==> src/rtl/interval_compare_fold_refine_assert.svh <==
// Assertion macros shared by the interval compare block.
`ifndef INTERVAL_COMPARE_FOLD_REFINE_ASSERT_SVH
`define INTERVAL_COMPARE_FOLD_REFINE_ASSERT_SVH

// Consequent must hold in the same cycle as the antecedent.
`define ICFR_ASSERT_NOW(name, clk, rst_n, ante, cons, msg) \
  name: assert property (@(posedge clk) disable iff (!rst_n) (ante) |-> (cons)) else $error(msg);

// Consequent must hold in the cycle after the antecedent.
`define ICFR_ASSERT_NEXT(name, clk, rst_n, ante, cons, msg) \
  name: assert property (@(posedge clk) disable iff (!rst_n) (ante) |=> (cons)) else $error(msg);

`endif

==> src/rtl/icfr_pkg.sv <==
package icfr_pkg;

  // Comparison opcodes as carried in the operation field.
  localparam logic [3:0] OP_EQ  = 4'd0;
  localparam logic [3:0] OP_NE  = 4'd1;
  localparam logic [3:0] OP_SLT = 4'd2;
  localparam logic [3:0] OP_SGT = 4'd3;
  localparam logic [3:0] OP_SLE = 4'd4;
  localparam logic [3:0] OP_SGE = 4'd5;
  localparam logic [3:0] OP_UGT = 4'd6;
  localparam logic [3:0] OP_ULT = 4'd7;
  localparam logic [3:0] OP_UGE = 4'd8;
  localparam logic [3:0] OP_ULE = 4'd9;

  // Relation class after the opcode is resolved.
  typedef enum logic [2:0] {
    KIND_NONE,
    KIND_LT,
    KIND_LE,
    KIND_GT,
    KIND_GE
  } kind_e;

  // Input item.
  typedef struct packed {
    logic [3:0]         operation;
    logic               invert;
    logic signed [31:0] left_low;
    logic signed [31:0] left_high;
    logic signed [31:0] right_low;
    logic signed [31:0] right_high;
  } icfr_in_t;

  // Result item.
  typedef struct packed {
    logic               decided;
    logic               outcome;
    logic               narrowed;
    logic signed [31:0] new_left_low;
    logic signed [31:0] new_left_high;
    logic signed [31:0] new_right_low;
    logic signed [31:0] new_right_high;
    logic               left_empty;
    logic               right_empty;
  } icfr_out_t;

  // Logical inverse of an opcode; codes without meaning map to themselves.
  function automatic logic [3:0] inverse_op(input logic [3:0] op);
    logic [3:0] res;
    unique case (op)
      OP_EQ:   res = OP_NE;
      OP_NE:   res = OP_EQ;
      OP_SLT:  res = OP_SGE;
      OP_SGT:  res = OP_SLE;
      OP_SLE:  res = OP_SGT;
      OP_SGE:  res = OP_SLT;
      OP_UGT:  res = OP_ULE;
      OP_ULT:  res = OP_UGE;
      OP_UGE:  res = OP_ULT;
      OP_ULE:  res = OP_UGT;
      default: res = op;
    endcase
    return res;
  endfunction

endpackage

==> src/rtl/icfr_core.sv <==
module icfr_core #(
  parameter int unsigned VALUE_WIDTH = 32
) (
  input  icfr_pkg::icfr_in_t  item_i,
  output icfr_pkg::icfr_out_t result_o
);

  localparam int unsigned W = VALUE_WIDTH;

  // Bounds are worked one bit wider so that a step of one never wraps.
  localparam logic signed [W:0] ValMin = {2'b11, {(W - 1){1'b0}}};
  localparam logic signed [W:0] ValMax = {2'b00, {(W - 1){1'b1}}};
  localparam logic signed [W:0] One    = {{W{1'b0}}, 1'b1};

  logic [3:0]        op;
  logic signed [W:0] ll, lh, rl, rh;
  logic signed [W:0] nll, nlh, nrl, nrh;
  logic signed [W:0] fll, flh, frl, frh;
  logic              decided, outcome, disjoint, same, unsigned_ok;
  logic              lempty, rempty;
  icfr_pkg::kind_e   kind;

  // Resolve the effective opcode and widen the bounds.
  always_comb begin
    op = item_i.invert ? icfr_pkg::inverse_op(item_i.operation) : item_i.operation;
    ll = (W + 1)'(signed'(item_i.left_low[W-1:0]));
    lh = (W + 1)'(signed'(item_i.left_high[W-1:0]));
    rl = (W + 1)'(signed'(item_i.right_low[W-1:0]));
    rh = (W + 1)'(signed'(item_i.right_high[W-1:0]));
  end

  // Map the opcode to a relation class; unsigned kinds need non-negative lows.
  always_comb begin
    unsigned_ok = !ll[W] && !rl[W];
    kind        = icfr_pkg::KIND_NONE;
    unique case (op)
      icfr_pkg::OP_SLT: kind = icfr_pkg::KIND_LT;
      icfr_pkg::OP_SGT: kind = icfr_pkg::KIND_GT;
      icfr_pkg::OP_SLE: kind = icfr_pkg::KIND_LE;
      icfr_pkg::OP_SGE: kind = icfr_pkg::KIND_GE;
      icfr_pkg::OP_UGT: kind = unsigned_ok ? icfr_pkg::KIND_GT : icfr_pkg::KIND_NONE;
      icfr_pkg::OP_ULT: kind = unsigned_ok ? icfr_pkg::KIND_LT : icfr_pkg::KIND_NONE;
      icfr_pkg::OP_UGE: kind = unsigned_ok ? icfr_pkg::KIND_GE : icfr_pkg::KIND_NONE;
      icfr_pkg::OP_ULE: kind = unsigned_ok ? icfr_pkg::KIND_LE : icfr_pkg::KIND_NONE;
      default:          kind = icfr_pkg::KIND_NONE;
    endcase
  end

  // Decide the outcome and clip the bounds that face the other operand.
  always_comb begin
    disjoint = (lh < rl) || (rh < ll);
    same     = (ll == lh) && (rl == rh) && (ll == rl);
    decided  = 1'b0;
    outcome  = 1'b0;
    nll      = ll;
    nlh      = lh;
    nrl      = rl;
    nrh      = rh;
    if (op == icfr_pkg::OP_EQ || op == icfr_pkg::OP_NE) begin
      if (disjoint) begin
        decided = 1'b1;
        outcome = (op == icfr_pkg::OP_NE);
      end else if (same) begin
        decided = 1'b1;
        outcome = (op == icfr_pkg::OP_EQ);
      end
      if (op == icfr_pkg::OP_EQ) begin
        nll = (ll > rl) ? ll : rl;
        nlh = (lh < rh) ? lh : rh;
        nrl = nll;
        nrh = nlh;
      end
    end
    unique case (kind)
      icfr_pkg::KIND_LT: begin
        if (lh < rl) begin
          decided = 1'b1;
          outcome = 1'b1;
        end else if (ll >= rh) begin
          decided = 1'b1;
        end
        nlh = (lh < rh - One) ? lh : rh - One;
        nrl = (rl > ll + One) ? rl : ll + One;
      end
      icfr_pkg::KIND_LE: begin
        if (lh <= rl) begin
          decided = 1'b1;
          outcome = 1'b1;
        end else if (ll > rh) begin
          decided = 1'b1;
        end
        nlh = (lh < rh) ? lh : rh;
        nrl = (rl > ll) ? rl : ll;
      end
      icfr_pkg::KIND_GT: begin
        if (ll > rh) begin
          decided = 1'b1;
          outcome = 1'b1;
        end else if (lh <= rl) begin
          decided = 1'b1;
        end
        nll = (ll > rl + One) ? ll : rl + One;
        nrh = (rh < lh - One) ? rh : lh - One;
      end
      icfr_pkg::KIND_GE: begin
        if (ll >= rh) begin
          decided = 1'b1;
          outcome = 1'b1;
        end else if (lh < rl) begin
          decided = 1'b1;
        end
        nll = (ll > rl) ? ll : rl;
        nrh = (rh < lh) ? rh : lh;
      end
      default: ;
    endcase
  end

  // Replace an empty interval by the full range and flag it.
  always_comb begin
    lempty = nll > nlh;
    rempty = nrl > nrh;
    fll    = lempty ? ValMin : nll;
    flh    = lempty ? ValMax : nlh;
    frl    = rempty ? ValMin : nrl;
    frh    = rempty ? ValMax : nrh;
  end

  // Pack the result, sign-extending the bounds to the port width.
  always_comb begin
    result_o.decided        = decided;
    result_o.outcome        = outcome;
    result_o.narrowed       = (fll > ll) || (flh < lh) || (frl > rl) || (frh < rh);
    result_o.new_left_low   = 32'(signed'(fll[W-1:0]));
    result_o.new_left_high  = 32'(signed'(flh[W-1:0]));
    result_o.new_right_low  = 32'(signed'(frl[W-1:0]));
    result_o.new_right_high = 32'(signed'(frh[W-1:0]));
    result_o.left_empty     = lempty;
    result_o.right_empty    = rempty;
  end

endmodule

==> src/rtl/interval_compare_fold_refine.sv <==
// Each item is held in the input register, then its result in the result
// register, which drives the output.
// Throughput: one item per cycle while the output is not stalled; the comparison
// and clipping logic between the two registers is the only work stage.
// Reset clears the two stage valid bits; payload registers are not reset.
module interval_compare_fold_refine #(
  parameter int unsigned VALUE_WIDTH = 32
) (
  input  logic                clk_i,
  input  logic                rst_ni,
  input  logic                in_valid_i,
  output logic                in_ready_o,
  input  icfr_pkg::icfr_in_t  in_data_i,
  output logic                out_valid_o,
  input  logic                out_ready_i,
  output icfr_pkg::icfr_out_t out_data_o
);

  `include "interval_compare_fold_refine_assert.svh"

  logic                s1_valid_q, s2_valid_q;
  logic                s1_adv, s2_load;
  icfr_pkg::icfr_in_t  s1_data_q;
  icfr_pkg::icfr_out_t core_res, s2_data_q;

  // Each stage moves on when the stage after it is empty or draining.
  assign s2_load    = !s2_valid_q || out_ready_i;
  assign s1_adv     = s2_load;
  assign in_ready_o = !s1_valid_q || s1_adv;

  // Stage valid bits.
  always_ff @(posedge clk_i or negedge rst_ni) begin
    if (!rst_ni) begin
      s1_valid_q <= 1'b0;
      s2_valid_q <= 1'b0;
    end else begin
      if (in_ready_o) begin
        s1_valid_q <= in_valid_i;
      end
      if (s2_load) begin
        s2_valid_q <= s1_valid_q;
      end
    end
  end

  // Input register.
  always_ff @(posedge clk_i) begin
    if (in_valid_i && in_ready_o) begin
      s1_data_q <= in_data_i;
    end
  end

  icfr_core #(
    .VALUE_WIDTH(VALUE_WIDTH)
  ) u_core (
    .item_i  (s1_data_q),
    .result_o(core_res)
  );

  // Result register.
  always_ff @(posedge clk_i) begin
    if (s1_valid_q && s2_load) begin
      s2_data_q <= core_res;
    end
  end

  assign out_valid_o = s2_valid_q;
  assign out_data_o  = s2_data_q;

  // Checks on the pipeline control and on the result encoding.
  `ICFR_ASSERT_NOW(a_stall_full, clk_i, rst_ni, !in_ready_o,
                   s1_valid_q && s2_valid_q, "input stalled while a stage is empty")
  `ICFR_ASSERT_NEXT(a_stage_moves, clk_i, rst_ni, s1_valid_q && s1_adv,
                    s2_valid_q, "item lost between stages")
  `ICFR_ASSERT_NOW(a_outcome_decided, clk_i, rst_ni, out_valid_o && !out_data_o.decided,
                   !out_data_o.outcome, "outcome set while undecided")
  `ICFR_ASSERT_NOW(a_empty_full, clk_i, rst_ni, out_valid_o && out_data_o.left_empty,
                   !out_data_o.new_left_low[VALUE_WIDTH-2] &&
                   out_data_o.new_left_high[VALUE_WIDTH-2],
                   "empty left interval not replaced by full range")

endmodule
==> config.mk <==
export PLATFORM = sky130hd
export DESIGN_NAME = interval_compare_fold_refine
export DESIGN_NICKNAME = d
export VERILOG_FILES = /design/src/rtl/icfr_pkg.sv /design/src/rtl/icfr_core.sv /design/src/rtl/interval_compare_fold_refine.sv
export VERILOG_INCLUDE_DIRS = /design/src /design/src/rtl
export SDC_FILE = /design/constraint.sdc
export NUM_CORES = 1
export LEC_CHECK = 0
export BUFFER_PORTS_ARGS = -buffer_cell sky130_fd_sc_hd__buf_2
export CAP_MARGIN = 40
export CORE_ASPECT_RATIO = 2
export CORE_MARGIN = 3
export CORE_UTILIZATION = 31
export CTS_BUF_LIST = sky130_fd_sc_hd__clkbuf_16
export CTS_CLUSTER_SIZE = 28
export DETAILED_ROUTE_END_ITERATION = 8
export PLACE_DENSITY = 0.54
export SLEW_MARGIN = 25
export SYNTH_ARGS = -nofsm -noshare
export SYNTH_HDL_FRONTEND = slang
export SYNTH_SLANG_ARGS = --single-unit
==> constraint.sdc <==
create_clock -name clk_i -period 11.1 [get_ports clk_i]
set_input_delay 1.11 -clock clk_i [delete_from_list [all_inputs] [get_ports clk_i]]
set_output_delay 1.11 -clock clk_i [all_outputs]
set_load 0.02 [all_outputs]
==> impl_results.md, run 1 <==
* PwrDens at ~140 mW/mm^2
* Worst path top cell family by delay: simple AND/OR/NAND/NOR gates
* Synth top area share at 30.2%
* Die width at 213 microns
* Syn. warnings at 0
* Final slew viol count at 0
* CP peak stage delay at 0.71 ns
* Nets@finish at around 4000
* Hold_ws at about 0.26 ns
* Pin count of the biggest net entering global routing at 62
* CTS tree: done
* Routed vias at roughly 26000
* Crit path buffers/inverters at 6
* Clock sinks at ~270
* DP Area at 0.0311 sq mm
* Setup Viol. Count Final at 0
* Clock Skew at 0.0284 ns
* Fin. Hold Viols at 0
* Clock transition at the registers of the reported paths at ~0.070 ns
* Startpoint types: register
* Status: finished, final reports clean
* Slowest-stage cell, CP: or4_1
* Clock tree buffer depth at 3
* Worst-path maximum fanout at 16
* Initial antenna violation count at 2
* Number of H-tree levels at 1
* DRC at 0
* Synth area leaders: edfxtp_1 30%, ha_1 22%, xnor2_1 6.0%, a21oi_1 4.0%, nand2_1 3.0%
* Initial Util at between 30% and 40%
* DIE AREA at approximately 0.089 sq mm
* Number of top-level pins at 272
* Final wirelength at about 130 mm
* Cell variety after synth at 80
* # port buffers at ~270
* Global-route wire length before repair at 182 mm
* Syn nets at ~3500
* Layout Area Growth over Synthesis at 21.4%
* Layout cells sized above 1 at 20.5%
* Fillcell total at between 8000 and 9000
* Max Clock Freq at roughly 95 MHz
* Root buffer cell: clkbuf_16
* Number of synthesized flops with an enable pin at between 200 and 300
* Synth Cell Area at approximately 0.026 sq mm
* DR WL/cell at 29.2 microns
* Post-synth top cells: 459 x ha_1, 266 x edfxtp_1, 214 x nand2_1, 213 x nor2_1, 210 x a21oi_1
* RSZ-0062 raised after global routing: false
* DR pass1 iterations at 6
* Post-synth top flop: edfxtp_1
* Num rows at 150
* Count leader, synth: ha_1
* Number of global-route vias before repair at between 20000 and 30000
* Ys async rst share at less than 1%
* VDD IR-drop max at between 100 and 150 uV
* Critical path arrival at around 11 ns
* Global route total overflow at 0
* Slew headroom at approximately a third
* Post-Syn Area per Cell at ~9 sq um
* Worst-skew pair later-pin latency at roughly 0.63 ns
* Cell taking the most area after synthesis: edfxtp_1
* GPL Wtd Cong at ~1.0
* #FFs+latches synth at 268
* Max-cap violation count at 0
* Tmin final at ~11 ns
* DP HPWL at 106 mm
* Core ar. at 0.0841 sq mm
* Period utilisation layout at 94.9%
* CP endpoint kind: register
* First DRT Iteration DRCs at between 1500 and 2000
* Slew at the pin with the worst max-slew slack at ~0.96 ns
* CP Data Required Time at 11.46 ns
* Worst min path class: in -> async
* DRT antenna net count at 0
* Vias/cell at 5.90
* Design area at approximately 0.032 sq mm
* CP Class: reg -> reg
* Post-Synthesis Cells at 2877
* Die H at 419 microns
* GRT Overall Usage at between 20 and 30%
* CTS Buf Count at 28
* Pleak at between 10 and 15 nW
* Sequential share of the synthesized area at a little under a third
-- registers in the layout, summed over array words and instances, names as in the netlist --
register / cells
s1_valid_q: 1
s1_data_q: 133
out_valid_o: 1
out_data_o: 133
-- layout make-up --
cell class	instances	area [sq um]	area share, %
clock buffers	28	701	2.18
multi-input cells	2310	17400	54.2
repair buffers	591	3840	12.0
flip-flops and latches	268	8040	25.0
inverters	147	552	1.72
diodes	1	2.50	0.00780
well taps	1064	1330	4.15
clock inverters	24	224	0.698
-- cells by family after synthesis --
family | synth area share, %
multiplexers | 1.45
AO/OA/AOI/OAI | 18.8
flip-flops | 30.4
buffers and inverters | 4.31
AND/OR/NAND/NOR | 17.1
XOR/XNOR | 6.18
adder cells (fa/ha/maj) | 21.7
-- where the power goes --
group | switching [mW] | internal (mW) | total, mW
clock | 0.458 | 0.519 | 0.977
combinational | 1.32 | 0.895 | 2.21
sequential | 0.111 | 1.28 | 1.39
-- per-stage QoR --
| step | utilization [%] | setup slack, ns | setup TNS [ns] | power (mW) | instances |
|---|---|---|---|---|---|
| after floorplan | - | 2.30 | 0 | 2.49 | 2877 |
| after global placement | 36.9 | 0.0813 | 0 | 3.56 | 4371 |
| after detailed placement | 37.0 | -0.0604 | -0.0604 | 3.57 | 4377 |
| after CTS | 38.1 | 0.141 | 0 | 4.57 | 4429 |
| after global routing | 38.2 | 0.0420 | 0 | 4.81 | 4432 |
| final | 38.2 | 0.562 | 0 | 4.58 | 4433 |
-- worst paths after layout --
check                           slack (ns)         start              end  cells after the start
worst max-delay path                  0.56  s1_data_q[1]  out_data_o[130]                     37
worst min-delay path                  0.26        rst_ni       s1_valid_q                      1
worst max register to register        0.56  s1_data_q[1]  out_data_o[130]                     37
worst min register to register        0.51    s1_valid_q      out_valid_o                      1
max in group asynchronous            10.75        rst_ni      out_valid_o                      1
min in group clk_i                    0.51    s1_valid_q      out_valid_o                      1
-- per-layer routing --
metal,vias up,track usage [%],part of all wire [%]
met3,445,2.72,4.9
met4,2,27.5,12
li1,11900,-,-
met1,12600,29.6,35
met5,-,0,0.0054
met2,1214,48.7,48
-- cell usage in the layout, fill, tap and decap left out, types with 8 or more instances in the layout --
master	n
a2111oi_0	8
a211oi_1	20
a21o_1	57
a21oi_1	209
a221o_1	69
a221oi_1	17
a222oi_1	25
a22o_1	47
a31oi_1	9
and2_1	42
and3_1	31
and4_1	14
buf_2	274
buf_4	306
clkbuf_16	28
edfxtp_1	266
ha_1	459
inv_1	148
mux2_2	11
mux2i_1	26
nand2_1	214
nand2b_1	20
nand3_1	81
nand4_1	98
nor2_1	212
nor2b_1	43
nor3_1	54
nor4_1	39
o211ai_1	16
o21a_1	16
o21ai_0	116
o21ai_1	19
o21bai_1	9
o22ai_1	16
o31ai_1	8
o32ai_1	18
xnor2_1	181
-- repair_timing --
action                     4_1_cts  5_1_grt
hold endpoints to repair         0        0
pin swaps                        0        1
setup endpoints to repair        1        1
hold buffers                     0        0
buffers inserted                 0        1
gates resized for setup          1        5
Power figures use the tool's default switching activity.
==> run 2, diff against run 1 <==
--- a/config.mk
+++ b/config.mk
@@ -16,2 +16,4 @@
 export DETAILED_ROUTE_END_ITERATION = 8
+export GPL_TIMING_DRIVEN = 0
+export MAX_ROUTING_LAYER = met4
 export PLACE_DENSITY = 0.54
--- a/constraint.sdc
+++ b/constraint.sdc
@@ -3,2 +3,2 @@
 set_output_delay 1.11 -clock clk_i [all_outputs]
-set_load 0.02 [all_outputs]
+set_load 0.05 [all_outputs]
==> impl_results.md, run 2 (synthesis results as in run 1) <==
* Design area at 0.0313 sq mm (was 0.0321 sq mm)
* DR pass1 iterations at 7 (was 6)
* Global-route wire length before repair at 184 mm (was 182 mm)
* Clk pwr share at 21.6% (was 21.3%)
* Finished Layout Cells at 4344 (was 4433)
* GRT Overall Usage at 30.2% (was 28.3%)
* P_sw at 2.04 mW (was 1.89 mW)
* Number of top-level pins at 272 (unchanged)
* Worst-skew pair later-pin latency at 0.61 ns (was 0.63 ns)
* Final TNS setup at 0 ns (unchanged)
* Vias/cell at 5.93 (was 5.90)
* Most common cell after layout, fill and taps aside: ha_1 (unchanged)
* Pleak at 13.0 nW (was 13.8 nW)
* CTS Buf Count at 28 (unchanged)
* Layout cells sized above 1 at 16.1% (was 20.5%)
* Pint at 2.54 mW (was 2.69 mW)
* Core Util, Final at 37.2% (was 38.2%)
* DR WL/cell at 30.9 microns (was 29.2 microns)
* Hold_ws at 0.279 ns (was 0.259 ns)
* Multi-input logic area at 0.0176 sq mm (was 0.0174 sq mm)
* Clock transition at the registers of the reported paths at 0.07 ns (about the same)
* Tmin final at 10.95 ns (was 10.54 ns)
* CP peak stage delay at 0.58 ns (was 0.71 ns)
* Startpoint types: register (unchanged)
* Clock Skew at 0.0178 ns (was 0.0284 ns)
* DRT antenna net count at 0 (unchanged)
* DP HPWL at 112 mm (was 106 mm)
* Worst-path maximum fanout at 13 (was 16)
* Layout Area Growth over Synthesis at 18.3% (was 21.4%)
* DP Area at 0.0295 sq mm (was 0.0311 sq mm)
* Sw Ratio at 44.5% (was 41.2%)
* Clock sinks at 268 (unchanged)
* Reg power frac at 29.9% (was 30.3%)
* Final wirelength at 134 mm (was 130 mm)
* Core ar. at 0.0841 sq mm (unchanged)
* Global route total overflow at 0 (unchanged)
* CP Class: reg -> reg (unchanged)
* VDD IR-drop max at 99.2 uV (was 140 uV)
* Num rows at 150 (unchanged)
* Dpl ws at -2.90 ns (was -0.0604 ns)
* Pin count of the biggest net entering global routing at 52 (was 62)
* Number of global-route vias before repair at 25800 (was 26600)
* Fin. Hold Viols at 0 (unchanged)
* Setup WS post-layout at 0.146 ns (was 0.562 ns)
* Post-CTS Hold Buffers at 0 (unchanged)
* Routed vias at 25700 (was 26200)
* GPL Wtd Cong at 1.06 (was 1.04)
* Slew at the pin with the worst max-slew slack at 0.945 ns (was 0.964 ns)
* Placed Cells at 4237 (was 4377)
* Critical path arrival at 11.26 ns (was 10.90 ns)
* # port buffers at 271 (unchanged)
* Crit path buffers/inverters at 6 (unchanged)
* Worst path top cell family by delay: compound AO/OA/AOI/OAI gates (was simple AND/OR/NAND/NOR gates)
* Number of H-tree levels at 1 (unchanged)
* CP endpoint kind: register (unchanged)
* Status: finished, final reports clean (unchanged)
* Design Power at 4.58 mW (about the same)
* DIE AREA at 0.0891 sq mm (unchanged)
* Clock tree buffer depth at 3 (unchanged)
* PwrDens at 146 mW/mm^2 (was 143 mW/mm^2)
* Max Clock Freq at 91.3 MHz (was 94.9 MHz)
* Reg area at 0.00804 sq mm (unchanged)
* Slew headroom at 36.5% (was 35.3%)
* Nets@finish at 3853 (was 3942)
* Die H at 419 microns (unchanged)
* Fillcell total at 8743 (was 8701)
* Setup Viol. Count Final at 0 (unchanged)
* CP Data Required Time at 11.41 ns (was 11.46 ns)
* CTS tree: done (unchanged)
* Most frequent cells in the layout: 458 x ha_1, 288 x buf_2, 266 x edfxtp_1 (was 459 x ha_1, 306 x buf_4, 274 x buf_2)
* Max-cap violation count at 0 (unchanged)
* First DRT Iteration DRCs at 2242 (was 1993)
* Initial Util at 31.5% (unchanged)
* Initial antenna violation count at 3 (was 2)
* Slowest-stage cell, CP: clkbuf_1 (was or4_1)
* Combinational share of power at 48.5% (was 48.4%)
* Final slew viol count at 0 (unchanged)
* Worst min path class: in -> async (unchanged)
* Root buffer cell: clkbuf_16 (unchanged)
* DRC at 0 (unchanged)
* Die width at 213 microns (unchanged)
* Period utilisation layout at 98.7% (was 94.9%)
run 2: changes by cell type in the layout (fill, tap and decap cells not counted), sizes merged, moves of 2 or more:
cell | previous run | this run
buf | 590 | 366
bufinv | 2 | 4
clkbuf | 29 | 164
clkinvlp | 2 | 9
inv | 156 | 145
run 2: repair_timing:
action                                  4_1_cts  5_1_grt
setup buffers                                19       32
pin swaps                                     8       10
resized for setup                            54       45
endpoints found under the setup margin        3        1
run 2: worst paths after layout:
check	startpoint	endpoint	slack [ns]	cells after the start
max in group asynchronous	rst_ni	s1_valid_q	10.73	1
hold / removal	rst_ni	out_valid_o	0.28	1
min in group clk_i	s1_valid_q	out_valid_o	0.51	1
setup / recovery	s1_data_q[46]	out_data_o[130]	0.15	36
setup reg to reg	s1_data_q[46]	out_data_o[130]	0.15	36
hold reg to reg	s1_valid_q	out_valid_o	0.51	1
run 2: layer usage:
layer | vias to the layer above | GRT usage, % | share of wire, %
met5 | - | - | 0
met4 | 0 | 29.3 | 13
met1 | 12200 | 29.9 | 34
li1 | 11700 | - | -
met3 | 548 | 3.21 | 5.3
met2 | 1280 | 50.8 | 48
run 2: worst register-to-register path, delay by kind of cell, from the launching register on:
family	cells	cell delay [ns]
compound gates	13	4.04
xor+xnor	1	0.17
fa+ha+maj	3	1.08
buf+inv	6	1.79
flops	1	0.39
simple gates	13	3.19
run 2: final cells by class:
type,count,area share (%)
Tap cell,1064,4.26
Multi-Input combinational cell,2310,56.3
Timing Repair Buffer,358,6.95
Clock inverter,23,0.724
Buffer,144,1.91
Sequential cell,268,25.7
Inverter,147,1.82
Antenna cell,1,0.00800
Clock buffer,29,2.32
run 2: power by group through the flow:
stage | Combinational (mW) | Sequential (mW) | Clock (mW)
after floorplan | 1.04 | 1.63 | 0
after global placement | 2.05 | 1.40 | 0
after detailed placement | 2.09 | 1.39 | 0
after CTS | 2.14 | 1.37 | 1.03
after global routing | 2.36 | 1.38 | 1.06
final | 2.22 | 1.37 | 0.988
